$ cat config.mk
export PLATFORM = sky130hd
export DESIGN_NAME = strided_section_descriptor_flat
export DESIGN_NICKNAME = d
export VERILOG_FILES = /design/src/ssd_pkg.sv /design/src/ssd_stream_if.sv /design/src/strided_section_descriptor.sv /design/src/flat_wrapper.sv
export SDC_FILE = /design/constraint.sdc
export NUM_CORES = 2
export LEC_CHECK = 0
export BUFFER_PORTS_ARGS = -buffer_cell sky130_fd_sc_hd__buf_2
export CAP_MARGIN = 25
export CORE_ASPECT_RATIO = 0.6
export CORE_MARGIN = 8
export CORE_UTILIZATION = 60
export DETAILED_ROUTE_END_ITERATION = 12
export MAX_ROUTING_LAYER = met4
export PLACE_DENSITY = 0.88
export RECOVER_POWER = 50
export REMOVE_ABC_BUFFERS = 1
export SYNTH_ARGS = -nofsm -noshare
export SYNTH_HDL_FRONTEND = slang
export SYNTH_SLANG_ARGS = --single-unit
$ cat constraint.sdc
create_clock -name clk -period 13.5 [get_ports clk]
set_clock_uncertainty 0.05 [all_clocks]
set_input_delay 2.7 -clock clk [delete_from_list [all_inputs] [get_ports clk]]
set_output_delay 2.7 -clock clk [all_outputs]
set_load 0.03 [all_outputs]
$ cat src/ssd_pkg.sv
// Package with the payload types, sequencer states and divider step of the section descriptor.
package ssd_pkg;

    typedef struct packed {
        logic [30:0] sec_lb;
        logic [30:0] sec_ub;
        logic        ub_open;
        logic [30:0] sec_stride;
        logic [30:0] global_size;
        logic [30:0] local_lb;
        logic [30:0] local_size;
        logic [31:0] distance;
        logic        last_dim;
    } dim_t;

    typedef struct packed {
        logic        is_section_dim;
        logic [2:0]  section_index;
        logic [30:0] section_size;
        logic [31:0] section_distance;
        logic [31:0] start_offset;
        logic        overflow;
        logic        last_out;
    } res_t;

    typedef enum logic [6:0] {
        S_IDLE     = 7'b0000001,
        S_DIV_UB   = 7'b0000010,
        S_DIV_LB   = 7'b0000100,
        S_DIV_SPAN = 7'b0001000,
        S_MUL_OFS  = 7'b0010000,
        S_MUL_DIST = 7'b0100000,
        S_SUM      = 7'b1000000
    } ssd_state_t;

    localparam int DivCycles = 16;
    localparam int DivCntW = $clog2(DivCycles);

    typedef struct packed {
        logic [31:0] rem;
        logic [31:0] quo;
    } div_state_t;

    // One restoring division step: shift one dividend bit into the remainder.
    function automatic div_state_t div_step(div_state_t st, logic [30:0] dvs);
        logic [31:0] shifted;
        logic [32:0] trial;
        div_state_t  r;
        shifted = {st.rem[30:0], st.quo[31]};
        trial = {1'b0, shifted} - {2'b00, dvs};
        r.rem = trial[32] ? shifted : trial[31:0];
        r.quo = {st.quo[30:0], ~trial[32]};
        return r;
    endfunction

endpackage

$ cat src/ssd_stream_if.sv
// Valid/ready channel interface carrying one payload per transaction.
interface ssd_stream_if #(
    parameter type payload_t = logic
);
    logic     valid;
    logic     ready;
    payload_t data;

    modport source (output valid, output data, input ready);
    modport sink (input valid, input data, output ready);
endinterface

$ cat src/strided_section_descriptor.sv
// Top level of the strided section descriptor builder with its shared divider and multiplier.
//
//  channel | modport | payload          | meaning
//  dim     | sink    | ssd_pkg::dim_t   | one grid dimension per transaction
//  res     | source  | ssd_pkg::res_t   | one descriptor entry per transaction
//
// An accepted dimension is processed to the end before the next one can be accepted:
// three divisions by the stride on one shared radix-4 divider, two passes through
// the shared 32x32 multiplier and one saturating add.
// The result waits in an output register, so a stalled sink only holds the final add
// once the register is still full. Reset clears the offset, count and overflow flag.
module strided_section_descriptor #(
    parameter int MAX_DIMS = 8
) (
    input  logic clk,
    input  logic rst_n,
    ssd_stream_if.sink   dim,
    ssd_stream_if.source res
);

    localparam logic [2:0] LastIdx = 3'(MAX_DIMS - 1);

    ssd_pkg::ssd_state_t state_reg, state_next;

    logic [30:0] lb_reg, ub_reg, s_reg, loc_lb_reg;
    logic [31:0] loc_hi_reg, dist_reg;
    logic        range_reg, last_reg;

    logic [31:0] rem_reg, quo_reg;
    logic [ssd_pkg::DivCntW-1:0] cnt_reg;
    logic [31:0] high_reg, l0_reg;
    logic [30:0] size_reg;
    logic [63:0] mul_reg, ofs_prod_reg;

    logic [31:0] offset_acc_reg;
    logic [2:0]  section_count_reg;
    logic        overflow_seen_reg;

    logic          out_valid_reg;
    ssd_pkg::res_t out_data_reg;

    ssd_pkg::div_state_t div_cur, div_mid, div_nx;
    logic        div_last;
    logic [30:0] ub_sel, s_sel;
    logic [30:0] high_clip;
    logic [31:0] high_n, l0_n;
    logic        slot_free;
    logic        prod_sat, sum_sat, sd_sat;
    logic [31:0] prod32, sum32, sdist32;
    logic [32:0] sum33;
    logic [31:0] mul_a;
    logic [63:0] mul_full;

    assign dim.ready = (state_reg == ssd_pkg::S_IDLE);
    assign res.valid = out_valid_reg;
    assign res.data = out_data_reg;

    assign ub_sel = dim.data.ub_open ? dim.data.global_size : dim.data.sec_ub;
    assign s_sel = (dim.data.sec_stride == 31'd0) ? 31'd1 : dim.data.sec_stride;

    assign div_cur = '{rem: rem_reg, quo: quo_reg};
    assign div_mid = ssd_pkg::div_step(div_cur, s_reg);
    assign div_nx = ssd_pkg::div_step(div_mid, s_reg);
    assign div_last = (cnt_reg == ssd_pkg::DivCntW'(ssd_pkg::DivCycles - 1));

    assign high_clip = (lb_reg >= ub_reg) ? ub_reg : ub_reg - div_nx.rem[30:0];
    assign high_n = ({1'b0, high_clip} < loc_hi_reg) ? {1'b0, high_clip} : loc_hi_reg;
    assign l0_n = (lb_reg < loc_lb_reg)
        ? {1'b0, loc_lb_reg} - 32'd1 - div_nx.rem + {1'b0, s_reg}
        : {1'b0, lb_reg};

    assign slot_free = !out_valid_reg || res.ready;

    assign mul_a = (state_reg == ssd_pkg::S_MUL_OFS) ? l0_reg : {1'b0, s_reg};
    assign mul_full = {32'd0, mul_a} * {32'd0, dist_reg};

    assign prod_sat = |ofs_prod_reg[63:32];
    assign prod32 = prod_sat ? '1 : ofs_prod_reg[31:0];
    assign sum33 = {1'b0, offset_acc_reg} + {1'b0, prod32};
    assign sum_sat = sum33[32];
    assign sum32 = sum_sat ? '1 : sum33[31:0];
    assign sd_sat = |mul_reg[63:32];
    assign sdist32 = range_reg ? (sd_sat ? '1 : mul_reg[31:0]) : 32'd0;

    always_comb
    begin
        state_next = state_reg;
        case (state_reg)
            ssd_pkg::S_IDLE:
            begin
                if (dim.valid)
                begin
                    state_next = ssd_pkg::S_DIV_UB;
                end
            end
            ssd_pkg::S_DIV_UB:
            begin
                if (div_last)
                begin
                    state_next = ssd_pkg::S_DIV_LB;
                end
            end
            ssd_pkg::S_DIV_LB:
            begin
                if (div_last)
                begin
                    state_next = ssd_pkg::S_DIV_SPAN;
                end
            end
            ssd_pkg::S_DIV_SPAN:
            begin
                if (div_last)
                begin
                    state_next = ssd_pkg::S_MUL_OFS;
                end
            end
            ssd_pkg::S_MUL_OFS:  state_next = ssd_pkg::S_MUL_DIST;
            ssd_pkg::S_MUL_DIST: state_next = ssd_pkg::S_SUM;
            ssd_pkg::S_SUM:
            begin
                if (slot_free)
                begin
                    state_next = ssd_pkg::S_IDLE;
                end
            end
            default: state_next = ssd_pkg::S_IDLE;
        endcase
    end

    always_ff @(posedge clk or negedge rst_n)
    begin
        if (!rst_n)
        begin
            state_reg <= ssd_pkg::S_IDLE;
            cnt_reg <= '0;
            offset_acc_reg <= '0;
            section_count_reg <= '0;
            overflow_seen_reg <= 1'b0;
            out_valid_reg <= 1'b0;
        end
        else
        begin
            state_reg <= state_next;
            if (state_reg == ssd_pkg::S_DIV_UB || state_reg == ssd_pkg::S_DIV_LB
                || state_reg == ssd_pkg::S_DIV_SPAN)
            begin
                cnt_reg <= cnt_reg + 1'b1;
            end
            else
            begin
                cnt_reg <= '0;
            end
            if (res.ready)
            begin
                out_valid_reg <= 1'b0;
            end
            if (state_reg == ssd_pkg::S_SUM && slot_free)
            begin
                out_valid_reg <= 1'b1;
                if (last_reg)
                begin
                    offset_acc_reg <= '0;
                    section_count_reg <= '0;
                    overflow_seen_reg <= 1'b0;
                end
                else
                begin
                    offset_acc_reg <= sum32;
                    overflow_seen_reg <= overflow_seen_reg | prod_sat | sum_sat
                        | (range_reg & sd_sat);
                    if (range_reg && section_count_reg < LastIdx)
                    begin
                        section_count_reg <= section_count_reg + 3'd1;
                    end
                end
            end
        end
    end

    always_ff @(posedge clk)
    begin
        case (state_reg)
            ssd_pkg::S_IDLE:
            begin
                if (dim.valid)
                begin
                    lb_reg <= dim.data.sec_lb;
                    ub_reg <= ub_sel;
                    s_reg <= s_sel;
                    range_reg <= (dim.data.sec_stride != 31'd0);
                    loc_lb_reg <= dim.data.local_lb;
                    loc_hi_reg <= {1'b0, dim.data.local_lb} + {1'b0, dim.data.local_size};
                    dist_reg <= dim.data.distance;
                    last_reg <= dim.data.last_dim;
                    rem_reg <= '0;
                    quo_reg <= {1'b0, ub_sel - dim.data.sec_lb - 31'd1};
                end
            end
            ssd_pkg::S_DIV_UB:
            begin
                if (div_last)
                begin
                    high_reg <= high_n;
                    rem_reg <= '0;
                    quo_reg <= {1'b0, loc_lb_reg - lb_reg - 31'd1};
                end
                else
                begin
                    rem_reg <= div_nx.rem;
                    quo_reg <= div_nx.quo;
                end
            end
            ssd_pkg::S_DIV_LB:
            begin
                if (div_last)
                begin
                    l0_reg <= l0_n;
                    rem_reg <= '0;
                    quo_reg <= high_reg - l0_n - 32'd1;
                end
                else
                begin
                    rem_reg <= div_nx.rem;
                    quo_reg <= div_nx.quo;
                end
            end
            ssd_pkg::S_DIV_SPAN:
            begin
                rem_reg <= div_nx.rem;
                quo_reg <= div_nx.quo;
                if (div_last)
                begin
                    // The span is quotient * stride + 1, so the count is quotient + 1.
                    size_reg <= (range_reg && l0_reg < high_reg)
                        ? div_nx.quo[30:0] + 31'd1 : 31'd0;
                    l0_reg <= l0_reg - {1'b0, loc_lb_reg};
                end
            end
            ssd_pkg::S_MUL_OFS:
            begin
                mul_reg <= mul_full;
            end
            ssd_pkg::S_MUL_DIST:
            begin
                ofs_prod_reg <= mul_reg;
                mul_reg <= mul_full;
            end
            ssd_pkg::S_SUM:
            begin
                if (slot_free)
                begin
                    out_data_reg.is_section_dim <= range_reg;
                    out_data_reg.section_index <= range_reg ? section_count_reg : 3'd0;
                    out_data_reg.section_size <= size_reg;
                    out_data_reg.section_distance <= sdist32;
                    out_data_reg.start_offset <= sum32;
                    out_data_reg.overflow <= overflow_seen_reg | prod_sat | sum_sat
                        | (range_reg & sd_sat);
                    out_data_reg.last_out <= last_reg;
                end
            end
            default:
            begin
                rem_reg <= rem_reg;
            end
        endcase
    end

    assert property (@(posedge clk) disable iff (!rst_n)
        section_count_reg <= LastIdx)
        else $error("Section dimension count passed its limit.");

    assert property (@(posedge clk) disable iff (!rst_n)
        (state_reg == ssd_pkg::S_SUM && slot_free && last_reg)
        |=> (offset_acc_reg == 32'd0 && section_count_reg == 3'd0 && !overflow_seen_reg))
        else $error("Accumulators not cleared after the last dimension.");

    assert property (@(posedge clk) disable iff (!rst_n)
        (res.valid && !res.data.is_section_dim)
        |-> (res.data.section_size == 31'd0 && res.data.section_index == 3'd0
             && res.data.section_distance == 32'd0))
        else $error("Fixed index dimension reports section fields.");

    assert property (@(posedge clk) disable iff (!rst_n)
        (state_reg == ssd_pkg::S_IDLE) |-> (cnt_reg == '0))
        else $error("Divider counter running while idle.");

endmodule

$ cat src/flat_wrapper.sv
// flat-port wrapper written by rule: the top's interface ports become plain ports
module strided_section_descriptor_flat 
#(
    parameter int MAX_DIMS = 8
)
  (clk, rst_n, dim_valid, dim_data, dim_ready, res_valid, res_data, res_ready);
  ssd_stream_if #(.payload_t(ssd_pkg::dim_t)) dim_i ();
  ssd_stream_if #(.payload_t(ssd_pkg::res_t)) res_i ();
  input  logic clk;
  input  logic rst_n;
  input wire logic [$bits(dim_i.valid)-1:0] dim_valid;
  input wire logic [$bits(dim_i.data)-1:0] dim_data;
  output wire logic [$bits(dim_i.ready)-1:0] dim_ready;
  output wire logic [$bits(res_i.valid)-1:0] res_valid;
  output wire logic [$bits(res_i.data)-1:0] res_data;
  input wire logic [$bits(res_i.ready)-1:0] res_ready;
  assign dim_i.valid = dim_valid;
  assign dim_i.data = dim_data;
  assign dim_ready = dim_i.ready;
  assign res_valid = res_i.valid;
  assign res_data = res_i.data;
  assign res_i.ready = res_ready;
  strided_section_descriptor #(.MAX_DIMS(MAX_DIMS)) u_core (.clk(clk), .rst_n(rst_n), .dim(dim_i), .res(res_i));
endmodule
==> flow_summary_export.csv <==
group,metric,value,unit
floorplanning,die_w,471.5,µm
worst_setup_path,crit_slowest_cell,"inv_1",
logic_synthesis,syn_inst,7922,
route,first_pass_iters,7,
route,postRouteAntennaNets,0,
route,vias,63150,
global_route,grt-ovfl-total,0,
worst_setup_path,worstPathBufferInverterCount,8,
finish,instances_no_fill,10080,
worst_setup_path,crit_fanout,32,
timing,max_freq,76.99,MHz
cts,clock_latency,0.70,ns
timing,whs,0.3696,ns
placed_design,dp_cells,9941,
worst_setup_path,rrSetupSlack,0.51,ns
route,wl_per_cell,27.11,µm
cts,cts.sinks,625,
cts,cts_buffer_depth,3,
route,drt_iter0_drc,8267,
logic_synthesis,synth_common_cells,"inv_1, nand2_1, fa_1, ha_1, edfxtp_1",
worst_setup_path,r2r-start,"u_core.state_reg[6]",
placed_design,gp_congestion,1.074,
flow_run,maxCapViolCount,18,
logic_synthesis,yosysTopAreaCell,"fa_1",
global_route,grt_pass1_vias,62970,
placed_design,dpl.hpwl,218.8,mm
floorplanning,io_pins,327,
floorplanning,die_y,289.3,µm
placed_design,dp_slack,-0.1166,ns
route,via_per_inst,6.262,
route,drt_wl_total,273.4,mm
timing,finalSetupViolCount,0,
logic_synthesis,synthFlopType,"edfxtp_1",
timing,setup_slack,0.5106,ns
logic_synthesis,yosysSeqAreaShare,24.80,%
cts,cts_tree,"yes",
worst_setup_path,critical_path.endpoint,"u_core.mul_reg[63]",
global_route,grt_first_pass_wirelength,401.0,mm
placed_design,portBuffers,326,
timing,tightestPinTransition,4.034,ns
logic_synthesis,synth_top_area_share,24.87,%
worst_setup_path,cp_top_family,"adder cells",
logic_synthesis,yosys_warnings,0,
worst_setup_path,start_kind,"flip-flop",
worst_setup_path,critPathArrivalTime,13.34,ns
logic_synthesis,synthDistinctLibCells,90,
logic_synthesis,synth_most_common_cell,"inv_1",
logic_synthesis,synth-async-reset-ratio,7.680,%
floorplanning,rows,100,
floorplanning,start_util,60.37,%
worst_setup_path,worst_r2r_endpoint,"u_core.mul_reg[63]",
logic_synthesis,syn-cell-area,0.07471,mm²
worst_setup_path,startpoint,"u_core.state_reg[6]",
logic_synthesis,synthTopCellsByArea,"fa_1, edfxtp_1, ha_1",
global_route,grt_max_degree,145,
status,violations,"capacitance limit, slew limit",
logic_synthesis,synth_edf_count,577,
cts,cts_max_level,3,
worst_setup_path,crit_path_end_kind,"flip-flop",
timing,layout_min_cycle_time,12.99,ns
worst_setup_path,crit_type,"flip-flop to flip-flop",
timing,timing.final.crit_share,96.22,%
worst_setup_path,required,13.85,ns
finish,largest_register_ffs,101,
global_route,grt_usage,40.55,%
worst_setup_path,path_common_cell,"fa_1",
cts,ctsHoldBuffers,0,
timing,final_max_slew_viol_count,627,
timing,hold_viol,0,
finish,areaGrowthSynthToFinish,10.79,%
worst_setup_path,worst-r2r-cell-count,36,
worst_setup_path,slowest_delay,1.18,ns
timing,relSlewSlack,-168.9,%
route,drcViolationCount,0,
floorplanning,core_area,0.1237,mm²
cts,path_clk_slew,0.07,ns
finish,fin_nets,10220,
logic_synthesis,ys_ff_latch,625,
finish,drive_gt1_share,10.37,%
hold_path,min_path_type,"flip-flop to flip-flop",
cts,cts_buffers,67,
logic_synthesis,syn_avg_cell_area,9.430,µm²
cts,root_buffer,"clkbuf_16",
finish,fin_util,66.89,%
floorplanning,dieArea,0.1364,mm²
worst_setup_path,crit_cells,36,
status,status,"complete, but fails checks",
global_route,antenna_found_initial,17,
timing repair:
item,CTS,global route
setup buffers,0,3
pin swaps,0,7
endpoints found under the setup margin,4,45
resized for setup,2,43
area by class of cell:
class,count,area (µm²)
well taps,1632,2042
diodes,14,35.03
repair buffers,726,4569
fillers,9542,40970
flip-flops and latches,625,18530
clock inverters,47,608.1
multi-input cells,5605,50160
clock buffers,75,1717
inverters,1360,5109
through the flow:
stage	cell area (µm²)	setup TNS (ns)
final	82770	0
after floorplan	73460	-12.72
after global routing	82760	-0.05653
after detailed placement	80360	-0.1801
after global placement	80310	0
after CTS	82690	0
metal layers:
| metal | track usage, % | up-vias | wire (µm) |
|---|---|---|---|
| met3 | 18.35 | 734 | 48940 |
| li1 | - | 26790 | - |
| met5 | - | - | 0 |
| met1 | 58.09 | 30780 | 113600 |
| met4 | 11.49 | 0 | 9610 |
| met2 | 51.06 | 4850 | 101200 |
worst reg2reg max path: cells and delay by family (launching register included):
family                     cells  cell delay [ns]
and+or+nand+nor                5             1.50
adders and majority gates      9             4.27
xor gates and xnor gates       1             0.14
buffers and inverters          8             2.35
DFF                            1             0.42
AOI/OAI and AO/OA             13             4.02
cell usage in the layout, fill, tap and decap left out, drive strengths merged, types with 140 or more instances in the layout:
master	n
nor2	367
nand2	1131
and2	234
ha	679
clkbuf	184
edfxtp	577
a21o	140
o21ai	271
a21oi	367
buf	617
fa	928
xnor2	233
inv	1365
how the worst min path moves through the flow:
stage / startpoint / to / cells after the start
6_report: u_core.size_reg[26] / u_core.res.data[92] / 0
5_1_grt: u_core.size_reg[23] / u_core.res.data[89] / 0
3_3_place_gp: u_core.size_reg[28] / u_core.res.data[94] / 0
2_1_floorplan: u_core.size_reg[0] / u_core.res.data[66] / 0
4_1_cts: u_core.size_reg[23] / u_core.res.data[89] / 0
3_5_place_dp: u_core.size_reg[1] / u_core.res.data[67] / 0
logic make-up after synthesis:
kind of cell             after synthesis  synth area share [%]
AO/OA/AOI/OAI                       1255                 10.85
XOR/XNOR                             332                 3.892
adder cells (fa/ha/maj)             1626                 36.49
buffers and inverters               1692                 8.510
flip-flops                           625                 24.80
multiplexers                          90                 1.323
other                                  1              0.005020
AND/OR/NAND/NOR                     2301                 14.13
Power is not shown: default switching activity piles up to over one toggle a cycle in this logic, so the estimate is an artifact.
